--- src/hw/rtl/rcfe_pkg.sv ---
// Types, constants and helper functions of the clock field editor.
// No dependencies; imported by all rcfe modules.
package rcfe_pkg;

  localparam int HOLDOFF_W = 16;
  localparam int TIME_W    = 32;
  localparam int CFG_IDX_W = 1;

  localparam logic [HOLDOFF_W-1:0] ROTATE_HOLDOFF_RST = 16'd100;
  localparam logic [HOLDOFF_W-1:0] KEY_HOLDOFF_RST    = 16'd300;

  localparam logic [CFG_IDX_W-1:0] CFG_ROTATE_HOLDOFF = 1'b0;
  localparam logic [CFG_IDX_W-1:0] CFG_KEY_HOLDOFF    = 1'b1;

  localparam logic MODE_ROTATE = 1'b0;
  localparam logic MODE_KEY    = 1'b1;

  localparam logic [7:0] REG_YR  = 8'h8C;
  localparam logic [7:0] REG_MON = 8'h88;
  localparam logic [7:0] REG_DAY = 8'h86;
  localparam logic [7:0] REG_HR  = 8'h84;
  localparam logic [7:0] REG_MIN = 8'h82;

  typedef enum logic [2:0] {
    FOC_YR  = 3'd0,
    FOC_MON = 3'd1,
    FOC_DAY = 3'd2,
    FOC_HR  = 3'd3,
    FOC_MIN = 3'd4
  } field_t;

  typedef struct packed {
    logic              mode;
    logic [TIME_W-1:0] event_time;
    logic              phase_a_level;
    logic              phase_b_level;
    logic [7:0]        field_raw;
  } item_t;

  typedef struct packed {
    logic              edit_flag;
    field_t            focus;
    logic [TIME_W-1:0] rot_stamp;
    logic [TIME_W-1:0] key_stamp;
  } state_t;

  typedef struct packed {
    logic       accepted;
    logic       edit_active;
    logic [2:0] focus_field;
    logic       write_enable;
    logic [7:0] write_address;
    logic [7:0] write_data;
    logic       clear_seconds;
  } result_t;

  function automatic logic too_early(input logic [TIME_W-1:0]    now,
                                     input logic [TIME_W-1:0]    last,
                                     input logic [HOLDOFF_W-1:0] holdoff);
    logic [TIME_W-1:0] d;
    d = now - last - {{(TIME_W-HOLDOFF_W){1'b0}}, holdoff};
    return d[TIME_W-1];
  endfunction

  function automatic logic [6:0] fld_lo(input field_t f);
    case (f)
      FOC_MON, FOC_DAY: return 7'd1;
      default:          return 7'd0;
    endcase
  endfunction

  function automatic logic [6:0] fld_hi(input field_t f);
    case (f)
      FOC_YR:  return 7'd99;
      FOC_MON: return 7'd12;
      FOC_DAY: return 7'd31;
      FOC_HR:  return 7'd23;
      FOC_MIN: return 7'd59;
      default: return 7'd99;
    endcase
  endfunction

  function automatic logic [7:0] fld_reg(input field_t f);
    case (f)
      FOC_YR:  return REG_YR;
      FOC_MON: return REG_MON;
      FOC_DAY: return REG_DAY;
      FOC_HR:  return REG_HR;
      FOC_MIN: return REG_MIN;
      default: return REG_YR;
    endcase
  endfunction

endpackage

--- src/hw/rtl/rotary_clock_field_editor_core.sv ---
// Clock field editor top level: input register, evaluation, result register.
// Depends on rcfe_pkg and rcfe_eval.
// An accepted item passes through the input register and the result register to
// out_valid. Throughput: one item per cycle while out_stall is low; state
// updates as an item leaves the input register. A held result stalls the input.
// Reset (synchronous, rst_n low): empty, navigate, year, times 0, hold-offs 100/300.
module rotary_clock_field_editor_core (
  input  logic                              clk,
  input  logic                              rst_n,
  input  logic                              cfg_we,
  input  logic [rcfe_pkg::CFG_IDX_W-1:0]    cfg_index,
  input  logic [rcfe_pkg::HOLDOFF_W-1:0]    cfg_wdata,
  input  logic                              in_valid,
  output logic                              in_stall,
  input  logic                              in_mode,
  input  logic [rcfe_pkg::TIME_W-1:0]       in_event_time,
  input  logic                              in_phase_a_level,
  input  logic                              in_phase_b_level,
  input  logic [7:0]                        in_field_raw,
  output logic                              out_valid,
  input  logic                              out_stall,
  output logic                              out_accepted,
  output logic                              out_edit_active,
  output logic [2:0]                        out_focus_field,
  output logic                              out_write_enable,
  output logic [7:0]                        out_write_address,
  output logic [7:0]                        out_write_data,
  output logic                              out_clear_seconds
);
  import rcfe_pkg::*;

  logic [HOLDOFF_W-1:0] rot_holdoff_r;
  logic [HOLDOFF_W-1:0] key_holdoff_r;
  logic                 s1_valid_r;
  logic                 s1_valid_nxt;
  item_t                s1_item_r;
  logic                 out_valid_r;
  logic                 out_valid_nxt;
  result_t              out_res_r;
  state_t               st_r;
  state_t               st_nxt;
  result_t              res;
  logic                 in_take;
  logic                 s1_adv;

  assign s1_adv        = s1_valid_r && (!out_valid_r || !out_stall);
  assign in_stall      = s1_valid_r && !s1_adv;
  assign in_take       = in_valid && !in_stall;
  assign s1_valid_nxt  = in_take || (s1_valid_r && !s1_adv);
  assign out_valid_nxt = s1_adv || (out_valid_r && out_stall);

  always_ff @(posedge clk) begin
    if (!rst_n) begin
      rot_holdoff_r <= ROTATE_HOLDOFF_RST;
      key_holdoff_r <= KEY_HOLDOFF_RST;
    end else if (cfg_we) begin
      case (cfg_index)
        CFG_ROTATE_HOLDOFF: rot_holdoff_r <= cfg_wdata;
        CFG_KEY_HOLDOFF:    key_holdoff_r <= cfg_wdata;
        default: ;
      endcase
    end
  end

  always_ff @(posedge clk) begin
    if (!rst_n) begin
      s1_valid_r  <= 1'b0;
      out_valid_r <= 1'b0;
      st_r        <= '{edit_flag: 1'b0, focus: FOC_YR,
                       rot_stamp: '0, key_stamp: '0};
    end else begin
      s1_valid_r  <= s1_valid_nxt;
      out_valid_r <= out_valid_nxt;
      if (s1_adv) begin
        st_r <= st_nxt;
      end
    end
  end

  always_ff @(posedge clk) begin
    if (in_take) begin
      s1_item_r <= '{mode: in_mode, event_time: in_event_time,
                     phase_a_level: in_phase_a_level,
                     phase_b_level: in_phase_b_level, field_raw: in_field_raw};
    end
    if (s1_adv) begin
      out_res_r <= res;
    end
  end

  rcfe_eval u_eval (
    .item           (s1_item_r),
    .st             (st_r),
    .rotate_holdoff (rot_holdoff_r),
    .key_holdoff    (key_holdoff_r),
    .res            (res),
    .st_nxt         (st_nxt)
  );

  assign out_valid         = out_valid_r;
  assign out_accepted      = out_res_r.accepted;
  assign out_edit_active   = out_res_r.edit_active;
  assign out_focus_field   = out_res_r.focus_field;
  assign out_write_enable  = out_res_r.write_enable;
  assign out_write_address = out_res_r.write_address;
  assign out_write_data    = out_res_r.write_data;
  assign out_clear_seconds = out_res_r.clear_seconds;

endmodule

--- src/hw/rtl/rcfe_step.sv ---
// Field value stepper: BCD byte to binary, +/-1 with wrap, back to BCD.
// Depends on rcfe_pkg.
module rcfe_step (
  input  rcfe_pkg::field_t field,
  input  logic [7:0]       raw,
  input  logic             up,
  output logic [7:0]       wr_addr,
  output logic [7:0]       wr_data
);
  import rcfe_pkg::*;

  logic [7:0]  cur;
  logic [8:0]  inc;
  logic [6:0]  lo;
  logic [6:0]  hi;
  logic [6:0]  nv;
  logic [14:0] prod;
  logic [3:0]  tens;
  logic [6:0]  ones;

  assign lo  = fld_lo(field);
  assign hi  = fld_hi(field);
  // nibbles taken as 0..15 each
  assign cur = {1'b0, raw[7:4], 3'b000} + {3'b000, raw[7:4], 1'b0} + {4'b0000, raw[3:0]};
  assign inc = {1'b0, cur} + 9'd1;

  always_comb begin
    if (up) begin
      nv = (inc > {2'b00, hi}) ? lo : inc[6:0];
    end else begin
      nv = (cur <= {1'b0, lo} || cur > {1'b0, hi}) ? hi : 7'(cur - 8'd1);
    end
  end

  // nv <= 99: divide by 10 via multiply by 205 >> 11
  assign prod = {8'b0, nv} * 15'd205;
  assign tens = prod[14:11];
  assign ones = nv - ({tens, 3'b000} + {2'b00, tens, 1'b0});

  assign wr_addr = fld_reg(field);
  assign wr_data = {tens, ones[3:0]};

endmodule

--- src/hw/rtl/rcfe_eval.sv ---
// Per-item evaluation: hold-off check, mode toggle, focus move, field write.
// Depends on rcfe_pkg and rcfe_step.
module rcfe_eval (
  input  rcfe_pkg::item_t                   item,
  input  rcfe_pkg::state_t                  st,
  input  logic [rcfe_pkg::HOLDOFF_W-1:0]    rotate_holdoff,
  input  logic [rcfe_pkg::HOLDOFF_W-1:0]    key_holdoff,
  output rcfe_pkg::result_t                 res,
  output rcfe_pkg::state_t                  st_nxt
);
  import rcfe_pkg::*;

  field_t     focus;
  logic       up;
  logic       key_early;
  logic       rot_early;
  logic [7:0] wr_addr;
  logic [7:0] wr_data;

  always_comb begin
    case (st.focus)
      FOC_YR, FOC_MON, FOC_DAY, FOC_HR, FOC_MIN: focus = st.focus;
      default: focus = FOC_YR;
    endcase
  end

  assign up        = item.phase_b_level;
  assign key_early = too_early(item.event_time, st.key_stamp, key_holdoff);
  assign rot_early = too_early(item.event_time, st.rot_stamp, rotate_holdoff);

  rcfe_step u_step (
    .field   (focus),
    .raw     (item.field_raw),
    .up      (up),
    .wr_addr (wr_addr),
    .wr_data (wr_data)
  );

  always_comb begin
    st_nxt            = st;
    st_nxt.focus      = focus;
    res               = '0;
    if (item.mode == MODE_KEY) begin
      if (!key_early) begin
        res.accepted     = 1'b1;
        st_nxt.key_stamp = item.event_time;
        st_nxt.edit_flag = ~st.edit_flag;
      end
    end else if (!rot_early) begin
      res.accepted     = 1'b1;
      st_nxt.rot_stamp = item.event_time;
      if (!item.phase_a_level) begin
        if (!st.edit_flag) begin
          case (focus)
            FOC_YR:  st_nxt.focus = up ? FOC_MON : FOC_MIN;
            FOC_MON: st_nxt.focus = up ? FOC_DAY : FOC_YR;
            FOC_DAY: st_nxt.focus = up ? FOC_HR  : FOC_MON;
            FOC_HR:  st_nxt.focus = up ? FOC_MIN : FOC_DAY;
            FOC_MIN: st_nxt.focus = up ? FOC_YR  : FOC_HR;
            default: st_nxt.focus = FOC_YR;
          endcase
        end else begin
          res.write_enable  = 1'b1;
          res.write_address = wr_addr;
          res.write_data    = wr_data;
          res.clear_seconds = (focus == FOC_MIN);
        end
      end
    end
    res.edit_active = st_nxt.edit_flag;
    res.focus_field = st_nxt.focus;
  end

endmodule

--- config.mk ---
export PLATFORM = sky130hd
export DESIGN_NAME = rotary_clock_field_editor_core
export DESIGN_NICKNAME = d
export VERILOG_FILES = /design/src/hw/rtl/rcfe_pkg.sv /design/src/hw/rtl/rotary_clock_field_editor_core.sv /design/src/hw/rtl/rcfe_step.sv /design/src/hw/rtl/rcfe_eval.sv
export SDC_FILE = /design/constraint.sdc
export NUM_CORES = 1
export LEC_CHECK = 0
export BUFFER_PORTS_ARGS = -buffer_cell sky130_fd_sc_hd__buf_2
export CAP_MARGIN = 15
export CORE_MARGIN = 8
export CORE_UTILIZATION = 55
export DETAILED_ROUTE_END_ITERATION = 7
export PLACE_DENSITY = 0.85
export SLEW_MARGIN = 15
export SYNTH_ARGS = -nofsm -noshare
export SYNTH_HDL_FRONTEND = slang
export SYNTH_SLANG_ARGS = --single-unit
export TNS_END_PERCENT = 50
--- constraint.sdc ---
create_clock -name clk -period 7.05 [get_ports clk]
set_input_delay 0.705 -clock clk [delete_from_list [all_inputs] [get_ports clk]]
set_output_delay 0.705 -clock clk [all_outputs]
set_load 0.03 [all_outputs]
# Word level (Yosys, flattened, before mapping)
# Cells that the tools add are included.
[classes] addsub=10 multipliers=1 magnitude_cmp=3 eq_ne=8 muxes=23 n_bitwise=5 n_reduce_logical=22
[ops] cell="$mux W35" count=2
[ops] cell="$sub A32 B16 Y32" count=2
[ops] cell="$sub A32 B32 Y32" count=2
[ops] cell="$pmux W7 S4" count=1
[ops] cell="$mux W7" count=3
[ops] cell="$mux W18" count=1
[ops] cell="$pmux W4 S4" count=1
[ops] cell="$mul A7 B8 Y15 const B" count=1
[ops] cell="$mux W3" count=5
[ops] cell="$pmux W3 S5" count=1
[ops] cell="$eq A3 B2 Y1 const B" count=4
[ops] cell="$add A8 B1 Y9 const B" count=1
[ops] cell="$gt A9 B7 Y1" count=1
[ops] cell="$add A7 B5 Y8" count=1
[ops] cell="$add A8 B4 Y8" count=1
[ops] cell="$gt A8 B7 Y1" count=1
[ops] cell="$le A8 B1 Y1" count=1
[ops] cell="$sub A7 B1 Y7 const B" count=1
[ops] cell="$eq A3 B1 Y1 const B" count=2
[ops] cell="$eq A3 B3 Y1 const B" count=2
[ops] cell="$logic_not A3 Y1" count=2
[ops] cell="$mux W1" count=6
[ops] cell="$mux W2" count=3
[ops] cell="$reduce_and A3 Y1" count=2
[ops] cell="11 further kinds" count=25
[totals] reg_bits=168 in_bits=65 out_inout_bits=25 word_cells=92

# Depth between registers and ports, before layout
# Gate-level depths: netlist of the first run.
[logic_depth] depth_word=14 depth_mapped=34 mapped_depth_nobuf=34

# Hierarchy
# A second synthesis of the first run with hierarchy kept.
[unflattened] hier_cells=1353 area_unflattened_um2=12817.3
[modules_own_cells] module="rotary_clock_field_editor_core" instances=1 cells_each=519 area_per_inst_um2=5929.4 seq_area_each_um2=4023.9
[modules_own_cells] module="rcfe_eval" instances=1 cells_each=596 area_per_inst_um2=4847.1 seq_area_each_um2=0.0
[modules_own_cells] module="rcfe_step" instances=1 cells_each=238 area_per_inst_um2=2040.7 seq_area_each_um2=0.0

# Worst setup path before layout of the first run
# No wires, ideal clock.
[synth_path] path_kind="register -> register" startpoint="reg s1_item_r[4] (netlist name)" endpoint="reg out_res_r (netlist bit out_write_data[3]) (data pin)" setup_ns=0.261 arrival_time_ns=7.134 setup_slack_ns=-0.345 stages_incl_launch_ff=29 path_buffers=1 synth_period_minus_slack_ns=7.395 cell_sequence="edfxtp_1 inv_1 fa_1 fa_1 xnor2_2 ha_1 a21oi_1 a21boi_0 o41ai_1 o311ai_4 buf_6 mux2_4 o21ai_0 ha_1 ha_1 fa_1 ha_1 ha_1 a21o_1 a21o_1 a21o_1 a21oi_1 o21ai_0 xnor2_1 ha_1 xnor2_1 xnor3_1 o211ai_1 o21ai_1"
[synth_via] elab_chain_len=9 word_cells_on_any_way=14 classes_between="add/sub (6); mul (1); order compare (3); mux (3); reduce/logical (1)"
[synth_lines] element="start, declared" line="rotary_clock_field_editor_core.sv:36" text="item_t s1_item_r;"
[synth_lines] element="start signal, assigned" line="rotary_clock_field_editor_core.sv:82" text="s1_item_r <= '{mode: in_mode, event_time: in_event_time,"
[synth_lines] element="$add A7 B5 Y8 *" line="rcfe_step.sv:24" text="assign cur = {1'b0, raw[7:4], 3'b000} + {3'b000, raw[7:4], 1'b0} + {4'b0000, raw[3:0]};"
[synth_lines] element="$add A8 B4 Y8 *" line="rcfe_step.sv:24"
[synth_lines] element="$add A8 B1 Y9 (tied with other cells)" line="rcfe_step.sv:25" text="assign inc = {1'b0, cur} + 9'd1;"
[synth_lines] element="$gt A9 B7 Y1 / $logic_or A1 B1 Y1 (equally long branches)" line="rcfe_step.sv:29, rcfe_step.sv:31"
[synth_lines] element="$mux W7, on equally long branches" line="rcfe_step.sv:29, rcfe_step.sv:31"
[synth_lines] element="$mux W7 *" line="rcfe_step.sv:28" text="if (up) begin"
[synth_lines] element="$mul A7 B8 Y15 *" line="rcfe_step.sv:36" text="assign prod = {8'b0, nv} * 15'd205;"
[synth_lines] element="named net u_eval.u_step.prod[12]" line="rcfe_step.sv:17" text="logic [14:0] prod;"
[synth_lines] element="$add A4 B4 Y4 *" line="rcfe_step.sv:38" text="assign ones = nv - ({tens, 3'b000} + {2'b00, tens, 1'b0});"
[synth_lines] element="$sub A4 B4 Y4 *" line="rcfe_step.sv:38"
[synth_lines] element="end signal, assigned" line="rotary_clock_field_editor_core.sv:87" text="out_res_r <= res;"
[synth_lines] element="end, declared" line="rotary_clock_field_editor_core.sv:39" text="result_t out_res_r;"
# Mark *: on every way through the listed nets, which the timed path passes. The rest lies on a longest branch.
# A chain may end at the register's enable or synchronous reset.

# Worst setup path in the final report of the first run
[layout_path] startpoint="reg s1_item_r[5] (netlist name)" endpoint="reg out_res_r (netlist bit out_write_data[3]) (data pin)"
# The elaborated chain is that of the path after synthesis.

==> results of run 1 <==
-- worst paths after layout --
| path | from | endpoint | slack [ns] | depth (start not counted) |
|---|---|---|---|---|
| max | s1_item_r[5] | out_write_data[3] | -0.16 | 32 |
| min | in_event_time[19] | s1_item_r[29] | 0.44 | 1 |
| min reg2reg | key_holdoff_r[6] | key_holdoff_r[6] | 0.46 | 2 |
| max reg2reg | s1_item_r[5] | out_write_data[3] | -0.16 | 32 |
-- where the power goes --
part / internal, mW / leakage (nW) / switching [mW]
Sequential: 1.03 / 1.43 / 0.0372
Combinational: 1.26 / 3.78 / 1.21
Clock: 0.474 / 0.273 / 0.413
-- what timing repair did --
action,in CTS,in global routing
pin swaps,35,27
buffers inserted,12,8
resized for setup,36,39
gates cloned,0,0
setup endpoints to repair,6,6
hold endpoints to repair,0,0
-- per-layer routing --
layer	global-route usage, %	vias up	wire length, um
li1	-	4115	-
met5	0	-	0
met2	37.8	258	13000
met3	3.27	62	1280
met1	24.1	4108	10600
met4	9.06	0	772
-- Yosys cell counts (34+ instances only) --
| library cell | number | area, um2 |
|---|---|---|
| sky130_fd_sc_hd__dfxtp_1 | 102 | 2040 |
| sky130_fd_sc_hd__ha_1 | 154 | 1930 |
| sky130_fd_sc_hd__inv_1 | 173 | 649 |
| sky130_fd_sc_hd__nand2_1 | 79 | 297 |
| sky130_fd_sc_hd__edfxtp_1 | 62 | 1860 |
| sky130_fd_sc_hd__a21oi_1 | 83 | 415 |
| sky130_fd_sc_hd__nor2_1 | 67 | 251 |
| sky130_fd_sc_hd__fa_1 | 38 | 761 |
| sky130_fd_sc_hd__o21ai_0 | 50 | 250 |
| sky130_fd_sc_hd__clkbuf_1 | 39 | 146 |
| sky130_fd_sc_hd__a21o_1 | 38 | 285 |
| sky130_fd_sc_hd__mux2i_1 | 34 | 340 |
| sky130_fd_sc_hd__nand3_1 | 50 | 250 |
-- per-stage QoR --
stage	utilization [%]	hold slack, ns
2_1_floorplan	-	0.436
3_3_place_gp	60.7	0.442
3_5_place_dp	60.7	0.450
4_1_cts	65.1	0.432
5_1_grt	66.6	0.426
6_report	66.6	0.443
-- cell families (layout without fill, tap and decap cells) --
| logic type | Yosys count | in the layout | synth area share (%) |
|---|---|---|---|
| xor+xnor | 28 | 28 | 2.64 |
| fa+ha+maj | 192 | 192 | 24.9 |
| flops | 164 | 164 | 36.1 |
| buf+inv | 224 | 359 | 8.10 |
| compound gates | 227 | 227 | 13.1 |
| simple gates | 264 | 264 | 11.6 |
| mux | 38 | 38 | 3.60 |
| other cells | 1 | 4 | 0.0347 |
-- registers in the layout, summed over array words and instances (netlist names), 3 cells and up --
register	cells
st_r	68
out_write_data	8
out_write_address	4
key_holdoff_r	16
s1_item_r	43
rot_holdoff_r	16
out_focus_field	3
-- cell type report --
class,instances,share of cell area [%]
multi-input cells,753,50.4
flip-flops and latches,164,30.2
repair buffers,152,7.33
inverters,175,5.09
clock buffers,19,3.43
well taps,265,2.57
clock inverters,13,0.920
==> reports/results.env, run 1 <==
RESULT_OF_THE_RUN='finished, violations left'
FAILED_CHECKS='negative setup slack'
ANTENNA-DIODE-COUNT=0
LARGEST_NET_DEGREE_AT_THE_START_OF_GLOBAL_ROUTING=96
FIN_SKEW_NS=0.0137
WORST-PATH-MAX-FANOUT=6
LAYOUT_SETUP_WS_NS=-0.159
TIGHTESTPINTRANSITION_NS=1.41
VIA_COUNT_OF_THE_FIRST_GLOBAL_ROUTING_PASS=8804
DR.FIRST_ITER.DRC_COUNT=526
GRT_FIRST_PASS_WIRELENGTH_MM=41.0
AVGSYNTHCELLAREA_UM2=9.50
DIE_FOOTPRINT_UM2=24400
DETAILROUTE.VIA_COUNT=8543
TIMING.SETUP.CRITICAL_PATH_CLASS='reg2reg'
WORST_SETUP_PATH_END_KIND='flip-flop'
YOSYSWARNINGS=0
CRITICAL_PATH_ARRIVAL_NS=7.39
CLK_LATENCY_NS=0.43
SETUP_VIOLATIONS=4
AREA_GROWTH_PCT=19.5
DR.PASS1.ITERS=5
TIMING.CRITICAL_PATH.SLOWEST_CELL_DELAY_NS=0.44
MOSTFREQUENTLAYOUTCELL='sky130_fd_sc_hd__inv_1'
DRT_WL_TOTAL_MM=25.6
CTS_ROOT_BUF='sky130_fd_sc_hd__clkbuf_16'
WORST_SETUP_PATH_START_KIND='flip-flop'
SYNTH_SEQ_CELLS=164
GRT.TOTAL_USAGE_PCT=20.9
ASYNC_RESET_FF_SHARE_PCT=0
POWER_DENSITY_nW_PER_UM2=343
IOPINCOUNT=90
POST_DRT_WL_PER_CELL_UM=16.6
DRV.MAX_CAP_VIOLATION_COUNT=0
REQUIRED_WORST_ENDPOINT_NS=7.23
SYNTH_ENABLE_FLOP_CELLS=62
CP_SLOWEST_CELL='sky130_fd_sc_hd__fa_1'
MULTI_INPUT_AREA_UM2=6510
STARTING_DENSITY_PCT=55.7
CLOCK_TREE.HTREE_LEVEL_COUNT=4
DIE_Y_UM=156
ANTENNA_FOUND_INITIAL=0
TRITONCTS.NUM_BUFFERS=17
LAYOUT.NETS=1520
CTS_HOLD_BUF=0
CLOCK_TRANSITION_AT_THE_REGISTERS_OF_THE_REPORTED_PATHS_NS=0.07
POST-LAYOUT-TOTAL-POWER_mW=4.43
GLOBAL_ROUTE.OVERFLOW_TOTAL=0
CRITPATHBUFINV=5
WORST_SLACK_AT_PLACEMENT_NS=-0.400
ANTENNA_LEFT=0
TIMING.CRITICAL_PATH.MAX_DELAY_FAMILY='adder cells'
DETAILED_PLACE_HPWL_MM=17.4
FINAL_AREA_UM2=12900
IO_BUFFERS=85
SYNTH-MAIN-FF-CELL='sky130_fd_sc_hd__dfxtp_1'
DIE_WIDTH_UM=156
MAX_SLEW_HEADROOM_AT_THE_WORST_PIN_PCT=5.96
FINALCRITPERIODSHARE_PCT=102
MAX_FREQ_MHz=139
GP_CONGESTION=0.908
SYNTH_CELL_TYPE_COUNT=67
CLOCK_TREE_FROM_TRITONCTS='yes'
FINALWORSTPATHREQUIREDPERIOD_NS=7.21
NETLIST_INSTANCES=1138
CORE_AREA_UM2=19400
SYNTH_AREA_UM2=10800
SYNTH.YOSYS.SEQ_AREA_SHARE_PCT=36.1
FF_LATCH_AREA_UM2=3900
FILLERINSTANCES=1452
FINAL-INSTANCE-COUNT-EXCL-FILL=1541
VDD_IR_DROP_MAX_uV=237
DPL_CELL_AREA_UM2=11800
FP-ROW-COUNT=51
LAYOUT.CELLS.MOST_COMMON_LIST='169 x sky130_fd_sc_hd__inv_1, 137 x sky130_fd_sc_hd__ha_1, 102 x sky130_fd_sc_hd__dfxtp_1, 85 x sky130_fd_sc_hd__buf_2, 78 x sky130_fd_sc_hd__nand2_1'
FINALMAXSLEWVIOLATIONS=0
SETUP_TNS_FINAL_NS=-0.329
HOLD_VIOL=0
POST_ROUTE_CELLS_DRIVE_ABOVE_1_SHARE_PCT=20.8
PLACE.DETAILED.INSTANCES=1490
WORST_HOLD_PATH_TYPE='in2reg'
CTS_MAX_PATH_BUFFERS=2
RSZ_0062_RAISED_AFTER_GLOBAL_ROUTING='true'
TOTAL_LEAKAGE_POWER_nW=5.48
NUMBER_OF_CLOCK_SINKS=164
VIA_PER_INST=5.54
DRC=0
Note: power is estimated with default switching activity, not from simulation.
==> run 2: changes to the inputs <==
--- a/config.mk
+++ b/config.mk
@@ -8,9 +8,10 @@
 export BUFFER_PORTS_ARGS = -buffer_cell sky130_fd_sc_hd__buf_2
 export CAP_MARGIN = 15
 export CORE_MARGIN = 8
-export CORE_UTILIZATION = 55
+export CORE_UTILIZATION = 64
 export DETAILED_ROUTE_END_ITERATION = 7
-export PLACE_DENSITY = 0.85
+export HOLD_SLACK_MARGIN = 0.08
+export PLACE_DENSITY = 0.93
 export SLEW_MARGIN = 15
 export SYNTH_ARGS = -nofsm -noshare
 export SYNTH_HDL_FRONTEND = slang
==> constraint.sdc (replaced) <==
create_clock -name clk -period 8.9 [get_ports clk]
set_input_delay 0.89 -clock clk [delete_from_list [all_inputs] [get_ports clk]]
set_output_delay 0.89 -clock clk [all_outputs]
set_load 0.03 [all_outputs]
==> run 2 against run 1 <==
Effect of this change: sequential share of layout area increased by 2.5 points; the run now ends clean; critical endpoint unchanged; clock skew decreased by 0.0060 ns; global-route usage increased by 1.7 points; sequential power decreased by 21%; sequential cell count unchanged; fmax decreased by 13%; power decreased by 36%; routed wire length decreased by 6.4%; die area decreased by 13%; combinational power decreased by 47%; clock power decreased by 25%.
==> reports/results.env, run 2 (same netlist as run 1, synthesis figures left out) <==
R2R_CELLS=27
GLOBAL_ROUTE.OVERFLOW_TOTAL=0
DR.PASS1.ITERS=5
MAX_FREQ_MHz=120
VIA_PER_INST=5.78
LAYOUT.CELLS.MOST_COMMON_LIST='173 x sky130_fd_sc_hd__inv_1, 154 x sky130_fd_sc_hd__ha_1, 102 x sky130_fd_sc_hd__dfxtp_1, 85 x sky130_fd_sc_hd__buf_2, 82 x sky130_fd_sc_hd__a21oi_1'
POWER_DENSITY_nW_PER_UM2=236
RSZ_0062_RAISED_AFTER_GLOBAL_ROUTING='false'
VDD_IR_DROP_MAX_uV=322
DETAILROUTE.WIRELENGTH.MET3_MM=1.42
ANTENNA_LEFT=0
MOSTFREQUENTLAYOUTCELL='sky130_fd_sc_hd__inv_1'
CRITICAL_PATH_ARRIVAL_NS=8.50
DIE_FOOTPRINT_UM2=21300
FF_LATCH_AREA_UM2=3900
DETAILROUTE.WIRELENGTH.MET2_MM=12.1
REG_TOP3='st_r: 68 flops, s1_item_r: 43 flops'
DETAILROUTE.VIA_COUNT=8312
WORST_SETUP_PATH_END_KIND='flip-flop'
SLACK_OF_THE_WORST_REG_TO_REG_PATH_NS=0.58
DRC=0
FP-ROW-COUNT=47
UTILIZATION_PCT=72.1
HOLD-PATH-ENDPOINT='key_holdoff_r[7]'
GP_CONGESTION=0.890
TIMING.CRITICAL_PATH.MODE_CELL='sky130_fd_sc_hd__ha_1'
CTS_ROOT_BUF='sky130_fd_sc_hd__clkbuf_16'
FINALWORSTPATHREQUIREDPERIOD_NS=8.32
POST_DRT_WL_PER_CELL_UM=16.7
DR.FIRST_ITER.DRC_COUNT=614
FIN_SKEW_NS=0.00771
WORST_SETUP_PATH_START_KIND='flip-flop'
TIMING.SETUP.CRITICAL_PATH_CLASS='reg2reg'
CP_SLOWEST_CELL='sky130_fd_sc_hd__o21ai_0'
CTS_RESIZED=0
TOP_LAYER_USED='met4'
IO_BUFFERS=85
CRIT-REG2REG-CAPTURE='out_write_data[3]'
WORST_HOLD_PATH_TYPE='reg2reg'
REG2REG_FROM='s1_item_r[4]'
NUMBER_OF_CLOCK_SINKS=164
CTS_MAX_PATH_BUFFERS=2
ANTENNA_FOUND_INITIAL=1
DRT-MET1-WL_MM=9.63
SETUP_VIOLATIONS=0
POST-LAYOUT-TOTAL-POWER_mW=2.81
CLOCK_TRANSITION_AT_THE_REGISTERS_OF_THE_REPORTED_PATHS_NS=0.06
FINALCRITPERIODSHARE_PCT=93.5
WORSTHOLDPATHCELLS=2
HOLD_PATH_STARTPOINT='key_holdoff_r[7]'
GRT_FIRST_PASS_WIRELENGTH_MM=39.7
DIE_Y_UM=146
TIMING.CRITICAL_PATH.SLOWEST_CELL_DELAY_NS=0.68
CLK_LATENCY_NS=0.43
REQUIRED_WORST_ENDPOINT_NS=9.08
POST_ROUTE_CELLS_DRIVE_ABOVE_1_SHARE_PCT=11.8
MULTI_INPUT_AREA_UM2=6070
DIE_WIDTH_UM=146
CLOCK_TREE_FROM_TRITONCTS='yes'
SETUP_TNS_FINAL_NS=0
DRT_WL_TOTAL_MM=24.0
DRV.MAX_CAP_VIOLATION_COUNT=0
FILLERINSTANCES=1070
CTS_HOLD_BUF=0
WORST_SLACK_AT_PLACEMENT_NS=0.679
CLOCK_TREE.HTREE_LEVEL_COUNT=4
LARGEST_NET_DEGREE_AT_THE_START_OF_GLOBAL_ROUTING=96
CORE_AREA_UM2=16500
MAX_SLEW_HEADROOM_AT_THE_WORST_PIN_PCT=31.9
AREA_GROWTH_PCT=10.2
LAYOUT_SETUP_WS_NS=0.580
TOTAL_LEAKAGE_POWER_nW=5.13
RESULT_OF_THE_RUN='completed'
REGMOSTFLOPS='st_r'
GRT.TOTAL_USAGE_PCT=22.6
WORST-PATH-MAX-FANOUT=11
TIGHTESTPINTRANSITION_NS=1.02
HOLD_VIOL=0
TRITONCTS.NUM_BUFFERS=17
LARGEST_REG_FLOPS=68
POST-CTS-SETUP-BUFFERS=0
LAYOUT.NETS=1460
VIA_COUNT_OF_THE_FIRST_GLOBAL_ROUTING_PASS=8664
FINALMAXSLEWVIOLATIONS=0
IOPINCOUNT=90
STARTING_DENSITY_PCT=65.4
DETAILED_PLACE_HPWL_MM=16.9
==> run 2: area by class of cell <==
type | count | share of cell area [%]
Multi-Input combinational cell | 753 | 50.9
Sequential cell | 164 | 32.8
Inverter | 175 | 5.51
Timing Repair Buffer | 92 | 4.01
Clock buffer | 21 | 3.78
Tap cell | 220 | 2.31
Clock inverter | 11 | 0.662
Antenna cell | 1 | 0.0210
==> run 2: how the worst max path moves through the flow <==
stage | start | endpoint | slack (ns) | cells after the start
after floorplan | s1_item_r[4] | out_write_data[3] | 1.50 | 28
after CTS | s1_item_r[4] | out_write_data[3] | 0.65 | 27
after global routing | s1_item_r[6] | out_write_data[3] | 0.18 | 29
final | s1_item_r[4] | out_write_data[3] | 0.58 | 27
after global placement | s1_item_r[4] | out_write_data[3] | 1.04 | 27
after detailed placement | s1_item_r[4] | out_write_data[3] | 0.68 | 27
==> run 2: per-stage QoR <==
| stage | cell area [um2] | hold slack, ns | cells |
|---|---|---|---|
| after CTS | 11900 | 0.455 | 1436 |
| after detailed placement | 11400 | 0.446 | 1404 |
| after global routing | 11900 | 0.472 | 1437 |
| after global placement | 11400 | 0.443 | 1404 |
| after floorplan | 10800 | 0.436 | 1141 |
| final | 11900 | 0.456 | 1437 |
==> run 2: report_power, final <==
part,internal [mW],switching (mW)
Sequential,0.816,0.0295
Clock,0.365,0.299
Combinational,0.586,0.719
Total,1.77,1.05
==> run 2: per-layer routing <==
layer	GRT usage, %	vias up
met5	0	-
met1	24.9	3954
met2	40.5	296
met3	4.98	73
li1	-	3989
met4	11.0	0
==> run 2: critical path, delay by kind of cell, from the launching register on <==
| kind | cells | cell delay, ns |
|---|---|---|
| adder cells (fa/ha/maj) | 9 | 3.32 |
| flip-flops | 1 | 0.39 |
| buffers and inverters | 1 | 0.09 |
| AO/OA/AOI/OAI | 12 | 2.86 |
| multiplexers | 1 | 0.36 |
| XOR/XNOR | 4 | 1.04 |
==> run 3: changes to the inputs <==
==> constraint.sdc (replaced) <==
create_clock -name clk -period 10 [get_ports clk]
set_input_delay 1 -clock clk [delete_from_list [all_inputs] [get_ports clk]]
set_output_delay 1 -clock clk [all_outputs]
set_load 0.03 [all_outputs]
==> run 3 against run 2 <==
Effect of this change: non-clock buffer count unchanged; critical path depth unchanged; register-to-register slack improved by 1.2 ns; die area unchanged; clock skew increased by 0.0010 ns; sequential cell count unchanged.
==> reports/results.env, run 3 (same netlist as run 1, synthesis figures left out) <==
CP_SLOWEST_CELL='sky130_fd_sc_hd__o21ai_0'
MAX_SLEW_HEADROOM_AT_THE_WORST_PIN_PCT=28.3
DR.PASS1.ITERS=8
GP_CONGESTION=0.892
DETAILROUTE.VIA_COUNT=8547
RSZ_0062_RAISED_AFTER_GLOBAL_ROUTING='false'
SETUP_TNS_FINAL_NS=0
SETUP_VIOLATIONS=0
TOTAL_LEAKAGE_POWER_nW=5.15
CTS_RESIZED=0
VDD_IR_DROP_MAX_uV=280
VIA_PER_INST=5.95
CLOCK_TREE.HTREE_LEVEL_COUNT=4
AREA_GROWTH_PCT=10.7
GRT_FIRST_PASS_WIRELENGTH_MM=42.2
MOSTFREQUENTLAYOUTCELL='sky130_fd_sc_hd__inv_1'
REGMOSTFLOPS='st_r'
CLOCK_TRANSITION_AT_THE_REGISTERS_OF_THE_REPORTED_PATHS_NS=0.07
ANTENNA_FOUND_INITIAL=1
LAYOUT.CELLS.MOST_COMMON_LIST='173 x sky130_fd_sc_hd__inv_1, 154 x sky130_fd_sc_hd__ha_1, 102 x sky130_fd_sc_hd__dfxtp_1, 85 x sky130_fd_sc_hd__buf_2, 82 x sky130_fd_sc_hd__a21oi_1'
POST_ROUTE_CELLS_DRIVE_ABOVE_1_SHARE_PCT=11.8
REQUIRED_WORST_ENDPOINT_NS=10.18
RESULT_OF_THE_RUN='completed'
POST_DRT_WL_PER_CELL_UM=18.0
LARGEST_NET_DEGREE_AT_THE_START_OF_GLOBAL_ROUTING=96
CTS_MAX_PATH_BUFFERS=2
HOLD_VIOL=0
DRC=0
CLK_LATENCY_NS=0.43
DR.FIRST_ITER.DRC_COUNT=808
NUMBER_OF_CLOCK_SINKS=164
FINALCRITPERIODSHARE_PCT=82.2
TIMING.CRITICAL_PATH.MAX_DELAY_FAMILY='adder cells'
DIE_WIDTH_UM=146
POST-CTS-SETUP-BUFFERS=0
TRITONCTS.NUM_BUFFERS=17
CTS_HOLD_BUF=0
LARGEST_REG_FLOPS=68
DRV.MAX_CAP_VIOLATION_COUNT=0
VIA_COUNT_OF_THE_FIRST_GLOBAL_ROUTING_PASS=9040
GLOBAL_ROUTE.OVERFLOW_TOTAL=0
IOPINCOUNT=90
DIE_FOOTPRINT_UM2=21300
MAX_FREQ_MHz=122
WORST-PATH-MAX-FANOUT=11
CRITPATHBUFINV=1
STARTING_DENSITY_PCT=65.4
FP-ROW-COUNT=47
TIMING.SETUP.CRITICAL_PATH_CLASS='reg2reg'
CORE_AREA_UM2=16500
REG_TOP3='st_r: 68 flops, s1_item_r: 43 flops'
GRT.TOTAL_USAGE_PCT=24.3
FINAL_AREA_UM2=12000
ANTENNA_LEFT=0
FINALWORSTPATHREQUIREDPERIOD_NS=8.22
FINALMAXSLEWVIOLATIONS=0
TIGHTESTPINTRANSITION_NS=1.08
POWER_DENSITY_nW_PER_UM2=214
DRT_WL_TOTAL_MM=25.9
TIMING.CRITICAL_PATH.SLOWEST_CELL_DELAY_NS=0.65
LAYOUT.NETS=1460
TIMING.CRITICAL_PATH.MODE_CELL='sky130_fd_sc_hd__ha_1'
WORST_SETUP_PATH_START_KIND='flip-flop'
WORST_HOLD_PATH_TYPE='reg2reg'
IO_BUFFERS=85
DPL_CELL_AREA_UM2=11400
WORST_SETUP_PATH_END_KIND='flip-flop'
FIN_SKEW_NS=0.00876
CLOCK_TREE_FROM_TRITONCTS='yes'
DIE_Y_UM=146
CRITICAL_PATH_ARRIVAL_NS=8.40
DETAILED_PLACE_HPWL_MM=17.2
CTS_ROOT_BUF='sky130_fd_sc_hd__clkbuf_16'
==> run 3: area by class of cell <==
type | count | area, um2
multi-input combinational | 753 | 6070
fill | 1054 | 4560
sequential | 164 | 3900
inverter | 175 | 657
clock buffer | 23 | 512
timing repair buffer | 92 | 478
tap | 220 | 275
clock inverter | 9 | 66.3
antenna | 1 | 2.50
==> run 3: path summary, 6_finish.rpt <==
check | startpoint | to | slack [ns] | depth (start not counted)
worst max-delay path | s1_item_r[6] | out_write_data[3] | 1.78 | 27
worst min-delay path | rot_holdoff_r[9] | rot_holdoff_r[9] | 0.46 | 2
worst min register to register | rot_holdoff_r[9] | rot_holdoff_r[9] | 0.46 | 2
worst max register to register | s1_item_r[6] | out_write_data[3] | 1.78 | 27
==> run 3: stage by stage <==
| stage | util [%] | power [mW] | setup slack (ns) | hold WS (ns) | cells |
|---|---|---|---|---|---|
| finish | 72.4 | 2.56 | 1.78 | 0.457 | 1437 |
| floorplan | - | 1.65 | 2.60 | 0.436 | 1141 |
| detailed placement | 68.9 | 1.91 | 1.83 | 0.450 | 1404 |
| CTS | 72.4 | 2.56 | 1.82 | 0.458 | 1436 |
| global route | 72.4 | 2.76 | 1.37 | 0.477 | 1437 |
| global placement | 68.9 | 1.84 | 2.14 | 0.443 | 1404 |
==> run 3: report_power, final <==
group | internal [mW] | switching [mW] | leakage, nW
Sequential | 0.726 | 0.0269 | 1.43
Clock | 0.365 | 0.276 | 0.284
Combinational | 0.523 | 0.640 | 3.44
Total | 1.61 | 0.944 | 5.15
==> run 3: worst register-to-register path, delay by kind of cell (launching register included) <==
family                   cells  cell delay, ns
multiplexers                 1            0.36
buffers and inverters        1            0.09
flip-flops                   1            0.40
XOR/XNOR                     4            0.99
AO/OA/AOI/OAI               12            2.80
adder cells (fa/ha/maj)      9            3.33
==> run 3: layer usage <==
metal	GRT usage, %	part of all wire, %	vias up	wire length (um)
li1	-	-	3991	-
met1	26.1	39	4055	10000
met2	43.0	50	400	13000
met3	5.35	6.6	101	1700
met4	14.5	4.2	0	1080
met5	0	0	-	0
